===== config.mk =====
export PLATFORM = sky130hd
export DESIGN_NAME = xxtea_block_cipher_flat
export DESIGN_NICKNAME = d
export VERILOG_FILES = /design/src/sv/xxb_pkg.sv /design/src/sv/xxb_in_if.sv /design/src/sv/xxb_out_if.sv /design/src/sv/xxb_word_ram.sv /design/src/sv/xxb_mix_unit.sv /design/src/sv/xxtea_block_cipher.sv /design/src/flat_wrapper.sv
export SDC_FILE = /design/constraint.sdc
export NUM_CORES = 2
export LEC_CHECK = 0
export ABC_CLOCK_PERIOD_IN_PS = 9000
export BUFFER_PORTS_ARGS = -buffer_cell sky130_fd_sc_hd__buf_2
export CORE_MARGIN = 3
export CORE_UTILIZATION = 50
export CTS_CLUSTER_DIAMETER = 120
export CTS_CLUSTER_SIZE = 24
export DETAILED_ROUTE_END_ITERATION = 8
export PLACE_DENSITY = 0.65
export SLEW_MARGIN = 10
export SYNTH_ARGS = -nofsm -noshare
export SYNTH_HDL_FRONTEND = slang
export SYNTH_SLANG_ARGS = --single-unit

===== constraint.sdc =====
create_clock -name clk -period 9 [get_ports clk]
set_input_delay 0.9 -clock clk [delete_from_list [all_inputs] [get_ports clk]]
set_output_delay 0.9 -clock clk [all_outputs]
set_load 0.05 [all_outputs]

===== src/sv/xxb_pkg.sv =====
`default_nettype none
package xxb_pkg;

  localparam int unsigned MAX_WORDS_DEF = 64;
  localparam logic [31:0] GOLDEN = 32'h9e37_79b9;
  localparam int unsigned KEY_WORDS = 4;
  localparam int unsigned CFG_INDEX_W = 2;
  localparam logic [CFG_INDEX_W-1:0] REG_KEY0 = 2'd0;
  localparam logic [CFG_INDEX_W-1:0] REG_KEY1 = 2'd1;
  localparam logic [CFG_INDEX_W-1:0] REG_KEY2 = 2'd2;
  localparam logic [CFG_INDEX_W-1:0] REG_KEY3 = 2'd3;

  typedef logic [KEY_WORDS-1:0][31:0] key_t;

  typedef enum logic [3:0] {
    ST_LOAD,
    ST_SETUP,
    ST_PRE_A,
    ST_PRE_B,
    ST_PRE_C,
    ST_READ,
    ST_MIX,
    ST_WRITE,
    ST_OUT_READ,
    ST_OUT_LOAD
  } state_t;

  // Control from the sequencer to the mixing datapath
  typedef struct packed {
    logic       load;
    logic       decrypt;
    logic [1:0] pos_low;
  } mix_ctl_t;

  // Full rounds for a block of n words: 6 + 52/n, for n from 2 upwards
  function automatic logic [5:0] rounds_for(input logic [6:0] n);
    logic [5:0] r;
    r = 6'd6;
    if (n <= 7'd2) begin
      r = 6'd32;
    end else if (n == 7'd3) begin
      r = 6'd23;
    end else if (n == 7'd4) begin
      r = 6'd19;
    end else if (n == 7'd5) begin
      r = 6'd16;
    end else if (n == 7'd6) begin
      r = 6'd14;
    end else if (n == 7'd7) begin
      r = 6'd13;
    end else if (n == 7'd8) begin
      r = 6'd12;
    end else if (n <= 7'd10) begin
      r = 6'd11;
    end else if (n <= 7'd13) begin
      r = 6'd10;
    end else if (n <= 7'd17) begin
      r = 6'd9;
    end else if (n <= 7'd26) begin
      r = 6'd8;
    end else if (n <= 7'd52) begin
      r = 6'd7;
    end
    return r;
  endfunction

endpackage
`default_nettype wire


===== src/sv/xxb_in_if.sv =====
`default_nettype none
interface xxb_in_if;
  logic        valid;
  logic        ready;
  logic        mode;
  logic [31:0] data_word;
  logic        last_word;

  modport source (output valid, output mode, output data_word, output last_word,
                  input ready);
  modport sink (input valid, input mode, input data_word, input last_word,
                output ready);
endinterface
`default_nettype wire


===== src/sv/xxb_out_if.sv =====
`default_nettype none
interface xxb_out_if;
  logic        valid;
  logic        ready;
  logic [31:0] result_word;
  logic        last_result;

  modport source (output valid, output result_word, output last_result, input ready);
  modport sink (input valid, input result_word, input last_result, output ready);
endinterface
`default_nettype wire


===== src/sv/xxb_word_ram.sv =====
`default_nettype none
module xxb_word_ram import xxb_pkg::*; #(
  parameter int unsigned DEPTH = MAX_WORDS_DEF,
  parameter int unsigned AW = $clog2(MAX_WORDS_DEF)
) (
  input  wire logic          clk,
  input  wire logic          wr_en,
  input  wire logic [AW-1:0] wr_addr,
  input  wire logic [31:0]   wr_data,
  input  wire logic [AW-1:0] rd_addr,
  output logic [31:0]        rd_data
);

  logic [31:0] mem [DEPTH];

  always_ff @(posedge clk) begin
    if (wr_en) begin
      mem[wr_addr] <= wr_data;
    end
  end

  // read-first, registered read data
  always_ff @(posedge clk) begin
    rd_data <= mem[rd_addr];
  end

endmodule
`default_nettype wire


===== src/sv/xxb_mix_unit.sv =====
`default_nettype none
module xxb_mix_unit import xxb_pkg::*; (
  input  wire logic        clk,
  input  wire mix_ctl_t    ctl,
  input  wire logic [31:0] fetched,
  input  wire logic [31:0] other,
  input  wire logic [31:0] cur,
  input  wire logic [31:0] sum,
  input  wire key_t        key,
  output logic [31:0]      new_word
);

  logic [31:0] y;
  logic [31:0] z;
  logic [1:0]  key_sel;
  logic [31:0] mix_val;
  logic [31:0] mix_q;

  always_comb begin
    y       = ctl.decrypt ? other : fetched;
    z       = ctl.decrypt ? fetched : other;
    key_sel = ctl.pos_low ^ sum[3:2];
    mix_val = (((z >> 5) ^ (y << 2)) + ((y >> 3) ^ (z << 4))) ^
              ((sum ^ y) + (key[key_sel] ^ z));
  end

  // hold the mix term for the update cycle
  always_ff @(posedge clk) begin
    if (ctl.load) begin
      mix_q <= mix_val;
    end
  end

  assign new_word = ctl.decrypt ? (cur - mix_q) : (cur + mix_q);

endmodule
`default_nettype wire


===== src/sv/xxtea_block_cipher.sv =====
`default_nettype none
// Load: one input word per cycle. Compute: set-up states SETUP, PRE_A, PRE_B, PRE_C, then
// READ, MIX and WRITE per mixing step (set by the store's single read port and write-back).
// Output: words are read in OUT_READ and registered in OUT_LOAD, the next once the last is taken.
// One block is handled at a time. Reset (rst, synchronous) clears the key, the word count,
// mode and the sequencer; the word store is left undefined and needs no clearing pass.
module xxtea_block_cipher import xxb_pkg::*; #(
  parameter int unsigned MAX_WORDS = MAX_WORDS_DEF
) (
  input  wire logic                   clk,
  input  wire logic                   rst,
  xxb_in_if.sink                      in_chan,
  xxb_out_if.source                   out_chan,
  input  wire logic                   cfg_write,
  input  wire logic [CFG_INDEX_W-1:0] cfg_index,
  input  wire logic [31:0]            cfg_data
);

  localparam int unsigned AW = (MAX_WORDS > 1) ? $clog2(MAX_WORDS) : 1;
  localparam int unsigned CW = $clog2(MAX_WORDS + 1);

  state_t        state;
  state_t        state_next;
  key_t          key;
  logic [CW-1:0] count;
  logic          block_mode;
  logic [5:0]    rounds_left;
  logic [31:0]   sum;
  logic [AW-1:0] pos;
  logic [AW-1:0] out_idx;
  logic [31:0]   cur;
  logic [31:0]   other;
  logic [31:0]   data_q;
  logic [31:0]   out_word;
  logic          out_last;
  logic          out_valid;

  logic          in_xfer;
  logic          out_xfer;
  logic          store_word;
  logic [CW-1:0] count_after;
  logic [AW-1:0] last_idx;
  logic          step_last;
  logic          wr_en;
  logic [AW-1:0] wr_addr;
  logic [31:0]   wr_data;
  logic [AW-1:0] rd_addr;
  logic [31:0]   rd_data;
  logic [31:0]   new_word;
  logic [5:0]    block_rounds;
  mix_ctl_t      mix_ctl;

  assign in_xfer     = in_chan.valid && in_chan.ready;
  assign out_xfer    = out_chan.valid && out_chan.ready;
  assign store_word  = (count < CW'(MAX_WORDS));
  assign count_after = store_word ? (count + 1'b1) : count;
  assign last_idx    = AW'(count - 1'b1);
  // the final step of a full cycle: top position going up, position zero going down
  assign step_last   = block_mode ? (pos == '0) : (pos == last_idx);
  assign block_rounds = rounds_for(7'(count));

  assign in_chan.ready        = (state == ST_LOAD);
  assign out_chan.valid       = out_valid;
  assign out_chan.result_word = out_word;
  assign out_chan.last_result = out_last;

  // key registers
  always_ff @(posedge clk) begin
    if (rst) begin
      key <= '0;
    end else if (cfg_write) begin
      case (cfg_index)
        REG_KEY0: key[0] <= cfg_data;
        REG_KEY1: key[1] <= cfg_data;
        REG_KEY2: key[2] <= cfg_data;
        REG_KEY3: key[3] <= cfg_data;
        default:  key[0] <= key[0];
      endcase
    end
  end

  always_ff @(posedge clk) begin
    if (rst) begin
      state <= ST_LOAD;
    end else begin
      state <= state_next;
    end
  end

  // next state, store addressing and mixing control
  always_comb begin
    state_next      = state;
    wr_en           = 1'b0;
    wr_addr         = pos;
    wr_data         = new_word;
    rd_addr         = pos;
    mix_ctl.load    = 1'b0;
    mix_ctl.decrypt = block_mode;
    mix_ctl.pos_low = 2'(pos);
    case (state)
      ST_LOAD: begin
        wr_addr = AW'(count);
        wr_data = in_chan.data_word;
        wr_en   = in_xfer && store_word;
        if (in_xfer && in_chan.last_word) begin
          state_next = (count_after > 1) ? ST_SETUP : ST_OUT_READ;
        end
      end
      ST_SETUP: begin
        state_next = ST_PRE_A;
      end
      ST_PRE_A: begin
        // fetch z for encryption, y for decryption
        rd_addr    = block_mode ? '0 : last_idx;
        state_next = ST_PRE_B;
      end
      ST_PRE_B: begin
        // fetch the first word to be updated
        rd_addr    = block_mode ? last_idx : '0;
        state_next = ST_PRE_C;
      end
      ST_PRE_C: begin
        state_next = ST_READ;
      end
      ST_READ: begin
        if (block_mode) begin
          rd_addr = (pos == '0) ? last_idx : (pos - 1'b1);
        end else begin
          rd_addr = (pos == last_idx) ? '0 : (pos + 1'b1);
        end
        state_next = ST_MIX;
      end
      ST_MIX: begin
        mix_ctl.load = 1'b1;
        state_next   = ST_WRITE;
      end
      ST_WRITE: begin
        wr_en = 1'b1;
        if (step_last && (rounds_left == 6'd1)) begin
          state_next = ST_OUT_READ;
        end else begin
          state_next = ST_READ;
        end
      end
      ST_OUT_READ: begin
        rd_addr = out_idx;
        if (!out_valid) begin
          state_next = ST_OUT_LOAD;
        end
      end
      ST_OUT_LOAD: begin
        state_next = (out_idx == last_idx) ? ST_LOAD : ST_OUT_READ;
      end
      default: begin
        state_next = ST_LOAD;
      end
    endcase
  end

  // control counters
  always_ff @(posedge clk) begin
    if (rst) begin
      count      <= '0;
      block_mode <= 1'b0;
      out_valid  <= 1'b0;
      out_idx    <= '0;
    end else begin
      if (out_xfer) begin
        out_valid <= 1'b0;
      end
      case (state)
        ST_LOAD: begin
          if (in_xfer) begin
            if (count == '0) begin
              block_mode <= in_chan.mode;
            end
            count   <= count_after;
            out_idx <= '0;
          end
        end
        ST_OUT_LOAD: begin
          out_valid <= 1'b1;
          if (out_idx == last_idx) begin
            count <= '0;
          end else begin
            out_idx <= out_idx + 1'b1;
          end
        end
        default: begin
          out_idx <= out_idx;
        end
      endcase
    end
  end

  // round bookkeeping and word registers
  always_ff @(posedge clk) begin
    if (rst) begin
      rounds_left <= '0;
      pos         <= '0;
    end else begin
      case (state)
        ST_SETUP: begin
          rounds_left <= block_rounds;
          pos         <= block_mode ? last_idx : '0;
        end
        ST_WRITE: begin
          if (step_last) begin
            rounds_left <= rounds_left - 1'b1;
            pos         <= block_mode ? last_idx : '0;
          end else begin
            pos <= block_mode ? (pos - 1'b1) : (pos + 1'b1);
          end
        end
        default: begin
          pos <= pos;
        end
      endcase
    end
  end

  always_ff @(posedge clk) begin
    case (state)
      ST_SETUP: begin
        sum <= block_mode ? 32'(32'(block_rounds) * GOLDEN) : GOLDEN;
      end
      ST_PRE_B: begin
        other <= rd_data;
      end
      ST_PRE_C: begin
        cur <= rd_data;
      end
      ST_MIX: begin
        data_q <= rd_data;
      end
      ST_WRITE: begin
        other <= new_word;
        cur   <= data_q;
        if (step_last) begin
          sum <= block_mode ? (sum - GOLDEN) : (sum + GOLDEN);
        end
      end
      ST_OUT_LOAD: begin
        out_word <= rd_data;
        out_last <= (out_idx == last_idx);
      end
      default: begin
        cur <= cur;
      end
    endcase
  end

  xxb_word_ram #(
    .DEPTH (MAX_WORDS),
    .AW    (AW)
  ) u_ram (
    .clk     (clk),
    .wr_en   (wr_en),
    .wr_addr (wr_addr),
    .wr_data (wr_data),
    .rd_addr (rd_addr),
    .rd_data (rd_data)
  );

  xxb_mix_unit u_mix (
    .clk      (clk),
    .ctl      (mix_ctl),
    .fetched  (rd_data),
    .other    (other),
    .cur      (cur),
    .sum      (sum),
    .key      (key),
    .new_word (new_word)
  );

endmodule
`default_nettype wire

===== src/flat_wrapper.sv =====
// flat-port wrapper written by rule: the top's interface ports become plain ports
module xxtea_block_cipher_flat import xxb_pkg::*;
#(
  parameter int unsigned MAX_WORDS = MAX_WORDS_DEF
)
  (clk, rst, cfg_write, cfg_index, cfg_data, in_chan_valid, in_chan_mode, in_chan_data_word, in_chan_last_word, in_chan_ready, out_chan_valid, out_chan_result_word, out_chan_last_result, out_chan_ready);
  xxb_in_if in_chan_i ();
  xxb_out_if out_chan_i ();
  input  wire logic clk;
  input  wire logic rst;
  input  wire logic cfg_write;
  input  wire logic [CFG_INDEX_W-1:0] cfg_index;
  input  wire logic [31:0] cfg_data;
  input wire logic [$bits(in_chan_i.valid)-1:0] in_chan_valid;
  input wire logic [$bits(in_chan_i.mode)-1:0] in_chan_mode;
  input wire logic [$bits(in_chan_i.data_word)-1:0] in_chan_data_word;
  input wire logic [$bits(in_chan_i.last_word)-1:0] in_chan_last_word;
  output wire logic [$bits(in_chan_i.ready)-1:0] in_chan_ready;
  output wire logic [$bits(out_chan_i.valid)-1:0] out_chan_valid;
  output wire logic [$bits(out_chan_i.result_word)-1:0] out_chan_result_word;
  output wire logic [$bits(out_chan_i.last_result)-1:0] out_chan_last_result;
  input wire logic [$bits(out_chan_i.ready)-1:0] out_chan_ready;
  assign in_chan_i.valid = in_chan_valid;
  assign in_chan_i.mode = in_chan_mode;
  assign in_chan_i.data_word = in_chan_data_word;
  assign in_chan_i.last_word = in_chan_last_word;
  assign in_chan_ready = in_chan_i.ready;
  assign out_chan_valid = out_chan_i.valid;
  assign out_chan_result_word = out_chan_i.result_word;
  assign out_chan_last_result = out_chan_i.last_result;
  assign out_chan_i.ready = out_chan_ready;
  xxtea_block_cipher #(.MAX_WORDS(MAX_WORDS)) u_core (.clk(clk), .rst(rst), .in_chan(in_chan_i), .out_chan(out_chan_i), .cfg_write(cfg_write), .cfg_index(cfg_index), .cfg_data(cfg_data));
endmodule

Word-level counts from Yosys, hierarchy flattened
Memory sizes are Yosys's and may differ from the RTL's. A register that Yosys moved wholly into a read port is not among the register bits.
Cells that the tools add are included.
{"block": "word_totals", "elab_cells": 153, "ram_bits": 2048, "mem_count": 1, "ff_bits": 352}
{"name": "u_core.u_ram.mem", "words": 64, "width": 32, "rd": 1, "rd_clocked_by_memory_dff": 1, "write_ports": 1, "line": "xxb_word_ram.sv:14", "source": "logic [31:0] mem [DEPTH];"}
{"block": "classes", "bitwise": 6, "eq_ne": 27, "multipliers": 1, "muxes": 56, "addsub": 12, "n_reduce_logical": 23, "order_cmp": 9}
{"cell": "2-to-1 mux 32 bit", "count": 8}
{"cell": "one-hot mux 32 bit (2 select lines)", "count": 3}
{"cell": "2-to-1 mux 6 bit", "count": 22}
{"cell": "adder 32 bit", "count": 3}
{"cell": "XOR 32 bit", "count": 3}
{"cell": "binary-select mux 32 bit (select 2 bit)", "count": 1}
{"cell": "one-hot mux 4 bit (10 select lines)", "count": 1}
{"cell": "one-hot mux 6 bit (2 select lines)", "count": 3}
{"cell": "adder 32 bit, second input constant", "count": 1}
{"cell": "multiplier 6 x 32 -> 32 bit, second input constant", "count": 1}
{"cell": "subtractor 32 bit", "count": 1}
{"cell": "subtractor 32 bit, second input constant", "count": 1}
{"cell": "XOR 27 x 32 -> 32 bit", "count": 1}
{"cell": "XOR 29 x 32 -> 32 bit", "count": 1}
{"cell": "== test 7 x 3 -> 1 bit, second input constant", "count": 4}
{"cell": "one-hot mux 6 bit (4 select lines)", "count": 1}
{"cell": "2-to-1 mux 7 bit", "count": 3}
{"cell": "2-to-1 mux 4 bit", "count": 5}
{"cell": "subtractor 6 x 1 -> 6 bit, second input constant", "count": 3}
{"cell": "== test 4 x 3 -> 1 bit, second input constant", "count": 4}
{"cell": "less-or-equal comparator 7 x 4 -> 1 bit, second input constant", "count": 2}
{"cell": "less-or-equal comparator 7 x 5 -> 1 bit, second input constant", "count": 2}
{"cell": "one-hot mux 7 bit (2 select lines)", "count": 1}
{"cell": "adder 6 x 1 -> 6 bit, second input constant", "count": 2}
{"cell": "other kinds (28)", "count": 57}

Longest topological paths before layout
{"block": "logic_depth", "ltp_word": 16, "ltp_mapped": 27}

Hierarchy
From an unflattened synthesis, not the netlist that was laid out.
{"block": "hier_totals", "hier_cells": 6316, "area_unflattened_um2": 105109.6}
{"module": "xxb_word_ram", "instances": 1, "area_each_um2": 78515.3, "cells_per_inst": 3324}
{"module": "xxtea_block_cipher", "instances": 1, "area_each_um2": 17187.7, "cells_per_inst": 1865}
{"module": "xxb_mix_unit", "instances": 1, "area_each_um2": 9406.5, "cells_per_inst": 1127}

Worst setup path after synthesis
Ideal clock, no wire load.
{"block": "synth_timing", "path_type": "reg-to-reg", "startpoint": "register u_core.block_mode", "endpoint": "memory u_core.u_ram.mem[0][26], data pin", "t_arrival_ns": 6.849, "stages_incl_launch_ff": 19, "path_buffers": 5, "synth_period_minus_slack_ns": 7.551, "slack_ns": 1.449, "cell_sequence": "dfxtp_1 clkbuf_1 clkbuf_1 clkbuf_1 clkbuf_1 clkbuf_1 a21oi_1 xnor2_1 ha_1 a211o_1 a211oi_1 nand3b_1 a31oi_1 nor3_1 nor3_1 o21ai_0 o21ai_0 nand2_1 o21ai_0"}
{"block": "synth_via", "elab_chain_len": 2}
{"item": "start: declaration", "line": "xxtea_block_cipher.sv:26", "source": "logic block_mode;"}
{"item": "start signal: assignment", "line": "xxtea_block_cipher.sv:175", "source": "block_mode <= in_chan.mode;"}
{"item": "2-to-1 mux 32 bit", "line": "xxb_mix_unit.sv:34", "source": "assign new_word = ctl.decrypt ? (cur - mix_q) : (cur + mix_q);"}
{"item": "2-to-1 mux 32 bit", "line": "xxtea_block_cipher.sv:100", "source": "case (state)"}
{"item": "named net u_core.u_ram.wr_data[26]", "line": "xxb_word_ram.sv:9", "source": "input wire logic [31:0] wr_data,"}
{"item": "end: declaration", "line": "xxb_word_ram.sv:14"}
The timed path passes the listed nets, and every way through them passes these cells.

Final worst setup path
{"block": "layout_timing", "startpoint": "register u_core.count[0]", "endpoint": "register u_core.sum[31], data pin"}
{"block": "layout_via", "elab_chain_len": 16}
{"item": "start: declaration", "line": "xxtea_block_cipher.sv:25", "source": "logic [CW-1:0] count;"}
{"item": "start signal: assignment", "line": "xxtea_block_cipher.sv:177", "source": "count <= count_after;"}
{"item": "less-or-equal comparator 7 x 6 -> 1 bit", "line": "xxb_pkg.sv:61", "source": "end else if (n <= 7'd52) begin"}
{"item": "2-to-1 mux 1 bit", "line": "xxb_pkg.sv:61"}
{"item": "2-to-1 mux 6 bit", "line": "xxb_pkg.sv:59", "source": "end else if (n <= 7'd26) begin"}
{"item": "2-to-1 mux 6 bit", "line": "xxb_pkg.sv:57", "source": "end else if (n <= 7'd17) begin"}
{"item": "2-to-1 mux 6 bit", "line": "xxb_pkg.sv:55", "source": "end else if (n <= 7'd13) begin"}
{"item": "2-to-1 mux 6 bit", "line": "xxb_pkg.sv:53", "source": "end else if (n <= 7'd10) begin"}
{"item": "2-to-1 mux 6 bit", "line": "xxb_pkg.sv:51", "source": "end else if (n == 7'd8) begin"}
{"item": "2-to-1 mux 6 bit", "line": "xxb_pkg.sv:49", "source": "end else if (n == 7'd7) begin"}
{"item": "2-to-1 mux 6 bit", "line": "xxb_pkg.sv:47", "source": "end else if (n == 7'd6) begin"}
{"item": "2-to-1 mux 6 bit", "line": "xxb_pkg.sv:45", "source": "end else if (n == 7'd5) begin"}
{"item": "2-to-1 mux 6 bit", "line": "xxb_pkg.sv:43", "source": "end else if (n == 7'd4) begin"}
{"item": "2-to-1 mux 6 bit", "line": "xxb_pkg.sv:41", "source": "end else if (n == 7'd3) begin"}
{"item": "2-to-1 mux 6 bit *", "line": "xxb_pkg.sv:39", "source": "if (n <= 7'd2) begin"}
{"item": "multiplier 6 x 32 -> 32 bit *", "line": "xxtea_block_cipher.sv:225", "source": "sum <= block_mode ? 32'(32'(block_rounds) * GOLDEN) : GOLDEN;"}
{"item": "2-to-1 mux 32 bit *", "line": "xxtea_block_cipher.sv:225"}
{"item": "one-hot mux 32 bit (2 select lines) *", "line": "xxtea_block_cipher.sv:223", "source": "case (state)"}
{"item": "end signal: assignment", "line": "xxtea_block_cipher.sv:225"}
{"item": "end signal: assignment", "line": "xxtea_block_cipher.sv:240", "source": "sum <= block_mode ? (sum - GOLDEN) : (sum + GOLDEN);"}
{"item": "end: declaration", "line": "xxtea_block_cipher.sv:28", "source": "logic [31:0] sum;"}
Mark *: on every way between the ends. The rest lies on a longest branch, timed or not.
A chain may end at the register's enable or synchronous reset.

==> metrics.txt <==
status finished, final reports clean; I/O Buffers 107; post-route ant nets 0; first-pass GRT wire length 434.9 mm; critical path's slowest cell dfxtp_1; Fmax 137.2 MHz; Arr. time, crit path 7.85 ns; Pint 23480 uW; slew at the pin closest to its max-slew limit 1.317 ns; DR DRC count 0; # setup viols final 0; synth warn 0; drt pass-1 iters 6; Hold Crit Class in -> reg; Buf/Inv on CP 2; vias in the first global route 63170; distinct cell type count after synthesis 96; Pwr per Cell Area 363.1 nW/um2; WP data required 9.56 ns; Via Count 66710; most frequent CP cell fa_1; critical path class reg -> reg; Max VDD drop 0.3560 mV; setup TNS 0 ns; Clock Sinks 2432; Cells after Synth 7873; Top FF cell, synth edfxtp_1; hold slack final 0.3348 ns; Vias/cell 6.205; RSZ-0062 raised after global routing no; CP startpoint kind register; met1 Usage GRT 39.26%; Seq/Total Area, Yosys 67.24%; CP max stage delay 0.71 ns; worst-case clock buffer depth 3; Critical R2R Capture u_core.sum[31]; Final Util 54.25%; CTS root buf clkbuf_16; clk_lat worst skew 0.82 ns; relative slew slack 11.43%; Crit path depth 23; Initial Util 50.37%; I/O pin cnt 108; switching share of power 43.24%; number of synthesized flops with an enable pin 2241; routed len/inst 28.04 um; post-cts resize count 0; TritonCTS Buffers 113; HPWL after detailed placement 183.9 mm; Tot Pwr 41370 uW; placement row count 168; syn_area_per_cell 13.43 um2; Reg power frac 37.6%; Crit path max-delay family compound AO/OA/AOI/OAI gates; global-route usage over all layers 27.18%; max-cap violations 0; routability-driven placement congestion ratio 0.9215; Reg2Reg Depth 23; die width 465.9 um; Die Ht 465.9 um; reg-to-reg critical path startpoint u_core.count[0]; die footprint 217100 um2; Comb pwr share 48.2%; H-tree depth 3; CTS clk-pin slew, worst paths 0.11 ns; Area Overhead vs Synth 7.720%; GR Overflow Total 0; Final nets 8142; share of layout cells above drive strength 1 9.485%; Final period util 80.96%; Final min period 7.286 ns; Critical Path End u_core.sum[31]; routed wire length 301.4 mm; CTS tree yes; largest net degree at the start of global routing 192; max-slew violations 0; Worst Setup SP u_core.count[0]; Top Usage Layer GRT met2; endpoint class of the critical path register; Final Hold Fails 0; antenna violations before repair 5; Switch Pwr 17890 uW; fill count 17050; Detailed Route Iter0 Violations 7869; Post-Syn Area 105800 um2; largest fanout on the critical path 12; Yosys reg bits 2432; GR Util met3 4.252%; sequential cell area 71120 um2; routing usage on met2 41.36%; area of the core 210000 um2; Worst R2R Setup Slack 1.71 ns; Clk pwr share 14.2%; Post CTS Setup Buffer Count 0; CP cell instances inv_1 > ha_1 > nand2b_1 > a21oi_1 > a2111oi_0 > nor3b_1 > o21a_1 > fa_1 > xor2_1 > fa_1 > inv_1 > ha_1 > fa_1 > a211oi_1 > o21ai_0 > a21oi_1 > o211ai_1 > o221a_2 > a41o_1 > o41ai_1 > xnor2_1 > o21ai_0 > mux2_2; static leakage 0.03889 uW; worst clock skew 0.05374 ns; multi-input combinational cell area 33290 um2; hold buffers post-CTS 0; asr flop ratio synth 0%
==> final cells by class <==
class | count | area share, %
multi-input combinational | 4874 | 29.22
antenna | 7 | 0.01538
inverter | 124 | 0.4107
clock inverter | 12 | 0.1285
tap | 2805 | 3.081
timing repair buffer | 310 | 1.953
clock buffer | 187 | 2.763
sequential | 2432 | 62.43
==> kinds of logic after synthesis <==
group	share of synthesized area, %
simple gates	11.00
flops	67.24
compound gates	7.493
buf+inv	2.265
mux	6.165
xor+xnor	3.064
fa+ha+maj	2.766
other cells	0.007101
==> per-layer routing <==
metal,vias up,wire length [um]
met5,-,7
met4,2,13700
met3,392,26440
met2,2904,136200
met1,33910,125100
li1,29500,-
==> Yosys cell counts, drive strengths merged, types with 23 or more instances <==
master | n | area share (%)
o21ai | 147 | 0.70
edfxtp | 2241 | 64
a211o | 42 | 0.35
buf | 199 | 0.95
nor3 | 61 | 0.30
nor2 | 241 | 0.86
o21a | 23 | 0.16
nand3 | 563 | 2.7
clkbuf | 248 | 0.88
mux2i | 297 | 2.8
a21oi | 321 | 1.5
a21o | 63 | 0.45
fa | 33 | 0.62
xor2 | 112 | 0.93
ha | 181 | 2.1
mux4 | 157 | 3.3
nand2 | 1573 | 5.6
nand4 | 110 | 0.65
dfxtp | 191 | 3.6
a32oi | 290 | 2.4
inv | 123 | 0.44
nand2b | 37 | 0.22
a22oi | 49 | 0.35
a31oi | 52 | 0.31
xnor2 | 245 | 2.0
==> per-stage QoR <==
stage | cell area, um2 | setup WS, ns | std cells
floorplan | 105800 | 1.449 | 7877
global placement | 110600 | 1.790 | 10550
detailed placement | 110600 | 1.812 | 10550
CTS | 113900 | 1.758 | 10740
global route | 113900 | 1.258 | 10750
finish | 113900 | 1.714 | 10750
==> flip-flops by register name, indices dropped and copies added (netlist names), 4 cells and up <==
register / count
u_core.out_idx: 6
u_core.sum: 32
u_core.rounds_left: 6
u_core.out_chan.result_word: 32
u_core.other: 32
u_core.u_ram.rd_data: 32
u_core.key: 128
u_core.pos: 6
u_core.data_q: 32
u_core.state: 4
u_core.count: 7
u_core.u_mix.mix_q: 32
u_core.cur: 32
u_core.u_ram.mem: 2048
==> worst min-delay path: stages <==
cell and delay, ns:
buf_2 0.08, mux2i_1 0.05, nor2_1 0.07
==> power by group through the flow <==
stage / clock network (uW) / registers, uW / logic (uW)
global route: 6370 / 15600 / 21200
CTS: 6000 / 15500 / 19700
finish: 5880 / 15500 / 19900
global placement: 0 / 15800 / 19400
detailed placement: 0 / 15800 / 19500
floorplan: 0 / 15900 / 11900
==> layout by cell type (no fill, tap or decap), types with 13 or more instances in the layout <==
cell type,count
nor3_1,52
nor2_4,75
a21o_1,62
and2_1,13
edfxtp_1,2241
buf_12,13
o31ai_1,15
xnor2_1,244
inv_1,122
buf_2,106
nand4_1,110
o211ai_1,17
mux2i_1,297
clkbuf_16,115
nand2_1,1570
o21bai_1,16
nand3_1,562
clkbuf_1,72
buf_4,191
nor2_1,163
dfxtp_1,190
o21a_1,22
a32oi_1,290
o21ai_4,26
a211o_1,42
a21oi_1,316
o22ai_1,15
xor2_1,111
nand2b_1,37
o21ai_0,118
a211oi_1,22
or3_1,14
ha_1,181
mux4_2,157
fa_1,33
a22oi_1,49
a31oi_1,52
==> worst min-delay path by stage <==
stage / end / slack, ns / start / cells after the start
6_report: u_core.block_mode / 0.33 / in_chan_mode / 3
5_1_grt: u_core.key[56] / 0.33 / cfg_data[24] / 3
4_1_cts: u_core.block_mode / 0.27 / in_chan_mode / 3
3_5_place_dp: u_core.key[90] / 0.44 / u_core.key[90] / 2
3_3_place_gp: u_core.key[103] / 0.44 / u_core.key[103] / 2
2_1_floorplan: u_core.key[10] / 0.43 / u_core.key[10] / 2
No activity file was read; power rests on OpenSTA's default activity.
